**src/rtl/core/csq_pkg.sv**
```systemverilog
// ----------------------------------------------------------------------------
// csq_pkg
// Types, codes and pin helpers shared by the clock phase sequencer modules.
// ----------------------------------------------------------------------------
package csq_pkg;

  localparam logic [4:0] BTN_MASK    = 5'b11111;
  localparam int         NUM_PERIODS = 4;
  localparam int         CFG_IDX_W   = 3;
  localparam int         PERIOD_W    = 16;
  localparam logic [2:0] LAST_STEP   = 3'd6;
  localparam logic [2:0] BREAK_STEP  = 3'd3;

  localparam logic [PERIOD_W-1:0] PERIOD_TURBO_RST  = 16'd9;
  localparam logic [PERIOD_W-1:0] PERIOD_FAST_RST   = 16'd9;
  localparam logic [PERIOD_W-1:0] PERIOD_MEDIUM_RST = 16'd90;
  localparam logic [PERIOD_W-1:0] PERIOD_SLOW_RST   = 16'd9000;

  // control pin bit positions
  localparam int P_FW   = 0;
  localparam int P_FO   = 1;
  localparam int P_HOLD = 2;
  localparam int P_INC  = 3;
  localparam int P_SPC  = 4;
  localparam int P_SOUT = 5;

  typedef enum logic [2:0] {
    M_TURBO = 3'd0,
    M_RUN   = 3'd1,
    M_INSTR = 3'd2,
    M_STEP  = 3'd3,
    M_IDLE  = 3'd4
  } mode_t;

  typedef enum logic {
    KIND_POLL = 1'b0,
    KIND_TICK = 1'b1
  } kind_t;

  typedef struct packed {
    logic       kind;
    logic [4:0] buttons;
    logic       break_n;
  } in_item_t;

  typedef struct packed {
    logic       freeze_word;
    logic       freeze_opcode;
    logic       hold_output;
    logic       increment_pc;
    logic       store_pc;
    logic       store_output;
    logic [2:0] seq_mode;
    logic [2:0] phase;
    logic [1:0] speed_select;
    logic       enabled;
    logic       last;
  } out_item_t;

  // work handed from front to back
  typedef struct packed {
    logic       turbo;
    logic       brk;
    logic [5:0] pins;
    mode_t      mode;
    logic [2:0] phase;
    logic [1:0] speed;
    logic       enabled;
  } job_t;

  // pins of one step of the pattern of a turbo instruction
  function automatic logic [5:0] turbo_pins(input logic [5:0] pins, input logic [2:0] step,
                                            input logic brk);
    logic [5:0] p;
    p = pins;
    case (step)
      3'd0: begin
        p[P_SOUT] = 1'b0;
        p[P_FW]   = 1'b1;
      end
      3'd1: begin
        p[P_FW] = 1'b0;
        p[P_FO] = 1'b1;
      end
      3'd2: begin
        p[P_FO]   = 1'b0;
        p[P_HOLD] = 1'b1;
        p[P_INC]  = 1'b1;
      end
      3'd3: begin
        p[P_HOLD] = 1'b0;
        p[P_SPC]  = 1'b1;
      end
      3'd4: begin
        p[P_INC] = 1'b0;
        p[P_SPC] = 1'b0;
      end
      3'd5: begin
        if (!brk) p[P_SOUT] = 1'b1;
      end
      3'd6: begin
        p[P_SOUT] = 1'b0;
      end
      default: ;
    endcase
    return p;
  endfunction

endpackage

```
**src/rtl/core/cpu_clock_phase_sequencer.sv**
```systemverilog
// ----------------------------------------------------------------------------
// cpu_clock_phase_sequencer
// Front-panel clock sequencer: button debounce, mode control and the
// seven-phase control-pin sequence, with whole-instruction turbo ticks.
// ----------------------------------------------------------------------------
//  channel  | handshake          | payload
//  ---------+--------------------+---------------------------------
//  input    | push / full        | in_item  (kind, buttons, break_n)
//  result   | pop / empty        | out_item (pins, mode, phase, ...)
//  config   | cfg_we             | cfg_index, cfg_data
//
//  an item is taken by the front end; a new one may follow
//  every cycle while the two-entry job queue has room
//  a poll or plain tick gives one result, via the job queue and output
//  register; a turbo tick gives seven, set by the back end's step
//  sustained rate: one result per cycle while results are popped
//  reset restarts the front end; full and empty follow the two queues
// ----------------------------------------------------------------------------
module cpu_clock_phase_sequencer #(
  parameter int SAMPLE_DEPTH = 4
) (
  input  logic                          clk,
  input  logic                          rst,
  input  logic                          push,
  output logic                          full,
  input  csq_pkg::in_item_t             in_item,
  output logic                          empty,
  input  logic                          pop,
  output csq_pkg::out_item_t            out_item,
  input  logic                          cfg_we,
  input  logic [csq_pkg::CFG_IDX_W-1:0] cfg_index,
  input  logic [csq_pkg::PERIOD_W-1:0]  cfg_data
);
  import csq_pkg::*;

  job_t front_job;
  job_t queue_job;
  logic accept;
  logic queue_valid;
  logic queue_pop;
  logic out_valid;

  assign accept = push && !full;
  assign empty  = !out_valid;

  csq_front #(
    .SAMPLE_DEPTH(SAMPLE_DEPTH)
  ) u_front (
    .clk      (clk),
    .rst      (rst),
    .accept   (accept),
    .in_item  (in_item),
    .cfg_we   (cfg_we),
    .cfg_index(cfg_index),
    .cfg_data (cfg_data),
    .job      (front_job)
  );

  csq_job_fifo u_queue (
    .clk     (clk),
    .rst     (rst),
    .wr_en   (accept),
    .wr_job  (front_job),
    .full    (full),
    .rd_en   (queue_pop),
    .rd_valid(queue_valid),
    .rd_job  (queue_job)
  );

  csq_back u_back (
    .clk      (clk),
    .rst      (rst),
    .job_valid(queue_valid),
    .job_in   (queue_job),
    .job_pop  (queue_pop),
    .out_valid(out_valid),
    .out_item (out_item),
    .out_pop  (pop)
  );

endmodule

```
**src/rtl/core/csq_front.sv**
```systemverilog
// ----------------------------------------------------------------------------
// csq_front
// Debounce ring, button edge handling, postscaler and sequencer state; turns
// each accepted item into one job for the back end.
// ----------------------------------------------------------------------------
module csq_front #(
  parameter int SAMPLE_DEPTH = 4
) (
  input  logic                      clk,
  input  logic                      rst,
  input  logic                      accept,
  input  csq_pkg::in_item_t         in_item,
  input  logic                      cfg_we,
  input  logic [csq_pkg::CFG_IDX_W-1:0] cfg_index,
  input  logic [csq_pkg::PERIOD_W-1:0]  cfg_data,
  output csq_pkg::job_t             job
);
  import csq_pkg::*;

  localparam int IW = (SAMPLE_DEPTH > 1) ? $clog2(SAMPLE_DEPTH) : 1;

  logic [4:0]          ring [SAMPLE_DEPTH];
  logic [IW-1:0]       ring_index;
  logic [4:0]          prev_stable;
  logic                enabled_level;
  mode_t               mode;
  logic [2:0]          cycle_phase;
  logic                reset_pending;
  logic [1:0]          speed_index;
  logic [PERIOD_W-1:0] tick_count;
  logic                timer_on;
  logic [5:0]          control_pins;
  logic [PERIOD_W-1:0] period [NUM_PERIODS];

  logic [4:0]          prev_stable_next;
  logic                enabled_level_next;
  mode_t               mode_next;
  logic [2:0]          cycle_phase_next;
  logic                reset_pending_next;
  logic [1:0]          speed_index_next;
  logic [PERIOD_W-1:0] tick_count_next;
  logic                timer_on_next;
  logic [5:0]          control_pins_next;
  logic [IW-1:0]       ring_index_next;

  function automatic logic [5:0] phase_pins(input logic [5:0] pins, input logic [2:0] ph,
                                            input logic brk);
    logic [5:0] p;
    p = pins;
    case (ph)
      3'd6:    p = '0;
      3'd7:    p = pins;
      default: p = turbo_pins(pins, ph, brk);
    endcase
    return p;
  endfunction

  always_comb begin
    logic [4:0] stable;
    logic [4:0] fall;
    logic       brk;
    logic       run;
    logic [5:0] tp;
    stable = BTN_MASK;
    fall   = '0;
    run    = 1'b0;
    tp     = control_pins;
    brk    = !in_item.break_n;
    prev_stable_next   = prev_stable;
    enabled_level_next = enabled_level;
    mode_next          = mode;
    cycle_phase_next   = cycle_phase;
    reset_pending_next = reset_pending;
    speed_index_next   = speed_index;
    tick_count_next    = tick_count;
    timer_on_next      = timer_on;
    control_pins_next  = control_pins;
    ring_index_next    = (ring_index == IW'(SAMPLE_DEPTH - 1)) ? '0 : ring_index + 1'b1;
    job = '0;

    if (in_item.kind == KIND_POLL) begin
      for (int i = 0; i < SAMPLE_DEPTH; i++) begin
        stable = stable & ((IW'(i) == ring_index) ? in_item.buttons : ring[i]);
      end
      if (stable != prev_stable) begin
        fall               = (stable ^ prev_stable) & prev_stable;
        prev_stable_next   = stable;
        enabled_level_next = stable[0];
        if (fall[0]) begin
          reset_pending_next = 1'b1;
          control_pins_next  = '0;
          mode_next          = M_INSTR;
          cycle_phase_next   = '0;
          timer_on_next      = 1'b1;
        end
        if (fall[1]) begin
          if (stable[0]) begin
            if (mode_next == M_RUN) begin
              mode_next = M_INSTR;
            end else if (mode_next == M_TURBO) begin
              mode_next     = M_IDLE;
              timer_on_next = 1'b1;
            end else begin
              mode_next = M_RUN;
            end
          end else begin
            reset_pending_next = 1'b1;
          end
        end
        if (fall[2] && stable[0]) begin
          mode_next     = M_INSTR;
          timer_on_next = 1'b1;
        end
        if (fall[3] && stable[0]) begin
          mode_next     = M_STEP;
          timer_on_next = 1'b1;
        end
        if (fall[4]) begin
          speed_index_next = speed_index + 1'b1;
          if (speed_index_next != 2'd0 && mode_next == M_TURBO) begin
            mode_next     = M_RUN;
            timer_on_next = 1'b1;
          end
        end
      end
    end else if (mode == M_TURBO) begin
      for (int s = 0; s < 7; s++) begin
        tp = turbo_pins(tp, 3'(s), brk);
      end
      control_pins_next = tp;
      if (brk) begin
        mode_next     = M_IDLE;
        timer_on_next = 1'b1;
      end
    end else begin
      if (timer_on && tick_count != '1) tick_count_next = tick_count + 1'b1;
      if (tick_count_next >= period[speed_index]) begin
        tick_count_next = '0;
        if (reset_pending) begin
          reset_pending_next = 1'b0;
          control_pins_next  = 6'(1 << P_SPC);
          cycle_phase_next   = 3'd6;
          mode_next          = M_INSTR;
        end else begin
          unique case (mode)
            M_STEP: begin
              run       = 1'b1;
              mode_next = M_IDLE;
            end
            M_INSTR: run = 1'b1;
            M_RUN: begin
              if (cycle_phase == 3'd0 && speed_index == 2'd0) begin
                timer_on_next = 1'b0;
                mode_next     = M_TURBO;
              end else begin
                run = 1'b1;
              end
            end
            default: ;
          endcase
          if (run) begin
            control_pins_next = phase_pins(control_pins, cycle_phase, brk);
            if (cycle_phase == BREAK_STEP && brk && mode != M_STEP) mode_next = M_INSTR;
            cycle_phase_next = (cycle_phase >= LAST_STEP) ? 3'd0 : cycle_phase + 1'b1;
            if (mode == M_INSTR && cycle_phase_next == 3'd0) mode_next = M_IDLE;
          end
        end
      end
    end

    job.turbo   = (in_item.kind == KIND_TICK) && (mode == M_TURBO);
    job.brk     = brk;
    job.pins    = job.turbo ? control_pins : control_pins_next;
    job.mode    = mode_next;
    job.phase   = cycle_phase_next;
    job.speed   = speed_index_next;
    job.enabled = enabled_level_next;
  end

  always_ff @(posedge clk) begin
    if (rst) begin
      for (int i = 0; i < SAMPLE_DEPTH; i++) ring[i] <= BTN_MASK;
      ring_index    <= '0;
      prev_stable   <= BTN_MASK;
      enabled_level <= 1'b0;
      mode          <= M_IDLE;
      cycle_phase   <= '0;
      reset_pending <= 1'b1;
      speed_index   <= '0;
      tick_count    <= '0;
      timer_on      <= 1'b1;
      control_pins  <= '0;
      period[0]     <= PERIOD_TURBO_RST;
      period[1]     <= PERIOD_FAST_RST;
      period[2]     <= PERIOD_MEDIUM_RST;
      period[3]     <= PERIOD_SLOW_RST;
    end else begin
      if (cfg_we && cfg_index < CFG_IDX_W'(NUM_PERIODS)) begin
        period[cfg_index[1:0]] <= cfg_data;
      end
      if (accept) begin
        if (in_item.kind == KIND_POLL) begin
          ring[ring_index] <= in_item.buttons;
          ring_index       <= ring_index_next;
        end
        prev_stable   <= prev_stable_next;
        enabled_level <= enabled_level_next;
        mode          <= mode_next;
        cycle_phase   <= cycle_phase_next;
        reset_pending <= reset_pending_next;
        speed_index   <= speed_index_next;
        tick_count    <= tick_count_next;
        timer_on      <= timer_on_next;
        control_pins  <= control_pins_next;
      end
    end
  end

endmodule

```
**src/rtl/core/csq_job_fifo.sv**
```systemverilog
// ----------------------------------------------------------------------------
// csq_job_fifo
// Two-entry queue of jobs between the front and back ends.
// ----------------------------------------------------------------------------
module csq_job_fifo (
  input  logic          clk,
  input  logic          rst,
  input  logic          wr_en,
  input  csq_pkg::job_t wr_job,
  output logic          full,
  input  logic          rd_en,
  output logic          rd_valid,
  output csq_pkg::job_t rd_job
);
  import csq_pkg::*;

  job_t       slot [2];
  logic       wr_ptr;
  logic       rd_ptr;
  logic [1:0] count;

  assign full     = (count == 2'd2);
  assign rd_valid = (count != 2'd0);
  assign rd_job   = slot[rd_ptr];

  always_ff @(posedge clk) begin
    if (wr_en) slot[wr_ptr] <= wr_job;
  end

  always_ff @(posedge clk) begin
    if (rst) begin
      wr_ptr <= 1'b0;
      rd_ptr <= 1'b0;
      count  <= '0;
    end else begin
      if (wr_en) wr_ptr <= ~wr_ptr;
      if (rd_en) rd_ptr <= ~rd_ptr;
      case ({wr_en, rd_en})
        2'b10:   count <= count + 1'b1;
        2'b01:   count <= count - 1'b1;
        default: count <= count;
      endcase
    end
  end

endmodule

```
**src/rtl/core/csq_back.sv**
```systemverilog
// ----------------------------------------------------------------------------
// csq_back
// Expands jobs into items of the output register, one per cycle while popped.
// ----------------------------------------------------------------------------
module csq_back (
  input  logic               clk,
  input  logic               rst,
  input  logic               job_valid,
  input  csq_pkg::job_t      job_in,
  output logic               job_pop,
  output logic               out_valid,
  output csq_pkg::out_item_t out_item,
  input  logic               out_pop
);
  import csq_pkg::*;

  logic       busy;
  logic [2:0] step;
  logic [5:0] pins;
  job_t       job;

  logic       load;
  logic       gen_valid;
  out_item_t  gen;
  logic [5:0] pins_next;
  job_t       src;
  logic [2:0] src_step;

  assign load = !out_valid || out_pop;

  always_comb begin
    src       = busy ? job : job_in;
    src_step  = busy ? step : 3'd0;
    pins_next = turbo_pins(busy ? pins : job_in.pins, src_step, src.brk);
    gen_valid = busy || job_valid;
    gen.phase        = src.phase;
    gen.speed_select = src.speed;
    gen.enabled      = src.enabled;
    if (src.turbo) begin
      {gen.store_output, gen.store_pc, gen.increment_pc,
       gen.hold_output, gen.freeze_opcode, gen.freeze_word} = pins_next;
      gen.seq_mode = (src.brk && src_step >= BREAK_STEP) ? M_IDLE : M_TURBO;
      gen.last     = (src_step == LAST_STEP);
    end else begin
      {gen.store_output, gen.store_pc, gen.increment_pc,
       gen.hold_output, gen.freeze_opcode, gen.freeze_word} = src.pins;
      gen.seq_mode = src.mode;
      gen.last     = 1'b1;
    end
    job_pop = load && !busy && job_valid;
  end

  always_ff @(posedge clk) begin
    if (load && gen_valid) out_item <= gen;
    if (load && gen_valid) pins <= pins_next;
    if (job_pop) job <= job_in;
  end

  always_ff @(posedge clk) begin
    if (rst) begin
      out_valid <= 1'b0;
      busy      <= 1'b0;
      step      <= '0;
    end else if (load) begin
      out_valid <= gen_valid;
      if (busy) begin
        step <= step + 1'b1;
        if (step == LAST_STEP) busy <= 1'b0;
      end else if (job_valid && job_in.turbo) begin
        busy <= 1'b1;
        step <= 3'd1;
      end
    end
  end

endmodule

```
**config.mk**
```make
export PLATFORM = sky130hd
export DESIGN_NAME = cpu_clock_phase_sequencer
export DESIGN_NICKNAME = d
export VERILOG_FILES = /design/src/rtl/core/csq_pkg.sv /design/src/rtl/core/cpu_clock_phase_sequencer.sv /design/src/rtl/core/csq_front.sv /design/src/rtl/core/csq_job_fifo.sv /design/src/rtl/core/csq_back.sv
export SDC_FILE = /design/constraint.sdc
export NUM_CORES = 1
export LEC_CHECK = 0
export BUFFER_PORTS_ARGS = -buffer_cell sky130_fd_sc_hd__buf_4
export CORE_ASPECT_RATIO = 1.2
export CORE_MARGIN = 2
export CORE_UTILIZATION = 41
export CTS_BUF_LIST = sky130_fd_sc_hd__clkbuf_8
export DETAILED_ROUTE_END_ITERATION = 12
export GPL_TIMING_DRIVEN = 0
export PLACE_DENSITY_LB_ADDON = 0.05
export SLEW_MARGIN = 10
export SYNTH_ARGS = -nofsm -noshare
export SYNTH_HDL_FRONTEND = slang
export SYNTH_SLANG_ARGS = --single-unit
```
**constraint.sdc**
```tcl
create_clock -name clk -period 4.4 [get_ports clk]
set_input_delay 0 -clock clk [delete_from_list [all_inputs] [get_ports clk]]
set_output_delay 0 -clock clk [all_outputs]
set_load 0.1 [all_outputs]
```
==> key figures <==
Setup path
  – RR Endpoint: u_queue.slot[1][7]$_DFFE_PP_
  – CP max-delay cell: a2111oi_0
  – Crit path from: u_front.tick_count[5]$_SDFFE_PP0P_
  – RR Startpoint: u_front.tick_count[5]$_SDFFE_PP0P_
  – Worst r2r path cells: 11
  – Critical-path maximum fanout: 10
  – Cell repeated most along the worst path: nand3_1
  – CP required: 4.64 ns
  – CP max stage delay: 0.80 ns
  – Worst Path Buf+Inv: 1
  – Crit. End Element: register
  – Arr. time, crit path: 4.38 ns
  – FF-to-FF setup slack: 0.25 ns
  – CP Launch Type: register
  – Kind of critical path: reg -> reg
  – CP cell instances: and3_1, nand3_1, a2111oi_0, xor2_1, ha_1, a21oi_1, o21a_1, clkbuf_1, nand3_1, a32oi_1, o21ai_0
  – CP delay by family, top: compound AO/OA/AOI/OAI gates

Synthesis
  – Number of flops mapped to enable cells by yosys: 157
  – Post-synth top area share: 44.1%
  – Area leader, netlist: edfxtp_1
  – Synth top area cells: edfxtp_1 (44%), dfxtp_1 (9.7%), ha_1 (4.3%)
  – Avg Cell Area, Syn: 11.2 sq um
  – Synthesized flop and latch total: 209
  – Synth Cell Area: 10700 sq um
  – Mapped Nets: 1021
  – Synth cell types: 68
  – Synth Flop Type: edfxtp_1
  – Syn. warnings: 0
  – Synth Instances: 953
  – Ys async rst share: 0%
  – Sequential area share after synthesis: 53.8%

Global routing
  – GRT Total Usage: 19.5%
  – Met2 usage: 35.9%
  – Most crowded layer after global routing: met2
  – Global route overflow: 0
  – Routing usage on met3: 3.28%
  – Vias in the first global route: 7803
  – Initial antenna violation count: 0
  – First-pass GRT wire length: 41800 um
  – Largest net degree at the start of global routing: 18
  – Routing usage on met1: 22.5%

Timing
  – Hold_ws: 0.0277 ns
  – Tmin final: 4.15 ns
  – Max Clock Freq: 0.241 GHz
  – Worst Skew: 0.0212 ns
  – Slew margin rel.: 19.1%
  – Final Cycle Share: 94.2%
  – RSZ-0062 raised after global routing: false
  – Final setup viols: 0
  – Worst Setup Slack, final: 0.254 ns
  – Slew of the pin with the lowest slew margin: 1.20 ns
  – Final Hold Vio Count: 0
  – Max-slew violation count: 0

Cells and area
  – Ant. Diodes: 0
  – Final nets: 1140
  – Share of layout cells above drive strength 1: 17.1%
  – Commonest non-fill, non-tap cell in the layout: edfxtp_1
  – Commonest cells after routing, fill and taps aside: edfxtp_1 (157), nand2_1 (63), nor2_1 (61)
  – Layout Area Growth over Synthesis: 18.0%

Clock tree
  – CTS clk-pin slew, worst paths: 0.06 ns
  – CTS tree: yes
  – Clk_lat worst skew: 0.53 ns
  – H-Tree Depth: 2
  – Root buffer selected by CTS: clkbuf_8
  – Worst-case clock buffer depth: 3
  – Cts bufs inserted: 37
  – Clk sinks: 209

Power
  – Max VDD drop: 0.235 mV
  – P_leak: 4.63 nW
  – PwrDens: 492 nW/um^2

Floorplanning
  – Die area: 27400 sq um
  – Row count: 64
  – Die W: 151 um
  – Die height: 181 um
  – Core footprint: 25500 sq um
  – Initial core utilization: 41.9%
  – IO Pins: 49

Run
  – Max_cap viols: 0

Run status
  – Status: completed

Routing
  – Drt drc: 0
  – Vias per std cell: 5.40
  – DRT antenna net count: 0
  – Final WL: 25900 um
  – Routed vias: 7708
  – DR WL/cell: 18.1 um
  – Pre-antenna DRT Iters: 5
  – Initial drt markers: 371

Placement
  – RePlAce Congestion: 0.824
  – Pre-CTS setup slack: -0.629 ns
  – I/O Buffers: 48
  – Hpwl dp: 18200 um

Min path
  – Hold path cells: 3
  – Worst hold start: rst
  – HP Class: in -> reg
  – Hold EP: u_front.period[3][15]$_DFFE_PP_
==> layout make-up <==
cell class                 instances  area (sq um)
buffer                            47           200
clock buffer                      45           619
clock inverter                    20           111
fill                            2366         12900
inverter                          43           161
multi-input combinational        651          4650
sequential                       209          5760
tap                              330           413
timing repair buffer              83           714
==> cells in the mapped netlist (9+ instances only) <==
library cell,n
o22ai_1,20
clkbuf_1,43
inv_1,41
nand3_1,20
and3_1,10
a21oi_1,45
nand2_1,63
dfxtp_1,52
and2_1,56
ha_1,37
edfxtp_1,157
nor2b_1,9
nor3_1,14
a211oi_1,9
o21ai_0,38
nor2_1,62
mux2_2,26
xnor2_1,12
or2_2,14
mux2i_1,15
nand4_1,12
mux4_2,16
nand2b_1,43
==> cells by family after synthesis <==
| logic type | Yosys count | share of synthesized area [%] |
|---|---|---|
| multiplexers | 57 | 7.51 |
| buffers and inverters | 93 | 3.37 |
| XOR/XNOR | 20 | 1.64 |
| AND/OR/NAND/NOR | 347 | 17.5 |
| AO/OA/AOI/OAI | 190 | 11.9 |
| flip-flops | 209 | 53.8 |
| adder cells (fa/ha/maj) | 37 | 4.33 |
==> worst register-to-register path, stage by stage (launching register included) <==
cell       delay (ns)
dfxtp_1          0.42
and3_1           0.26
nand3_1          0.23
a2111oi_0        0.80
xor2_1           0.16
ha_1             0.37
a21oi_1          0.20
o21a_1           0.32
clkbuf_1         0.46
nand3_1          0.14
a32oi_1          0.32
o21ai_0          0.18
==> what timing repair did <==
action,in CTS,in global routing
endpoints found under the setup margin,54,51
hold buffers,32,0
hold endpoints to repair,93,0
resized for setup,9,14
setup buffers,0,0
==> flip-flops by register name, indices dropped and copies added (netlist names), 2 cells and up, named ones only <==
register,cells
u_back.out_item,16
u_queue.slot,34
u_front.ring,20
u_back.step,3
u_front.ring_index,2
u_front.period,64
u_front.tick_count,16
u_back.job,17
u_front.prev_stable,5
u_front.cycle_phase,3
u_back.pins,6
u_queue.count,2
u_front.mode,3
u_front.control_pins,6
u_front.speed_index,2
==> how the worst max path moves through the flow <==
stage,endpoint,slack [ns],cells after the start
after floorplan,u_queue.slot[0][13]$_DFFE_PP_,0.62,14
after global routing,u_queue.slot[0][7]$_DFFE_PP_,0.0007,13
after global placement,u_queue.slot[0][13]$_DFFE_PP_,-0.62,14
final,u_queue.slot[1][7]$_DFFE_PP_,0.25,11
after detailed placement,u_queue.slot[1][13]$_DFFE_PP_,-0.63,14
after CTS,u_front.tick_count[9]$_SDFFE_PP0P_,0.02,14
==> power by group <==
part	internal [mW]	switching [mW]	total, mW
combinational	0.515	1.28	1.79
sequential	2.54	0.101	2.64
clock	0.982	0.793	1.78
==> metrics by stage <==
stage	instance area [sq um]	utilization, %	power [mW]	setup TNS [ns]	cells
2_1_floorplan	10700	-	4.03	0	953
3_3_place_gp	11500	44.9	4.44	-24.03	1331
3_5_place_dp	11500	45.1	4.48	-22.54	1334
4_1_cts	12600	49.3	6.30	0	1430
5_1_grt	12600	49.4	6.53	0	1428
6_report	12600	49.4	6.21	0	1428
==> layer usage <==
layer  vias up  wire [um]
met1      3697      10500
met4         0        794
met5         -          0
met2       179      13700
li1       3773          -
met3        59       1010
Note: power is estimated with default switching activity, not from simulation.
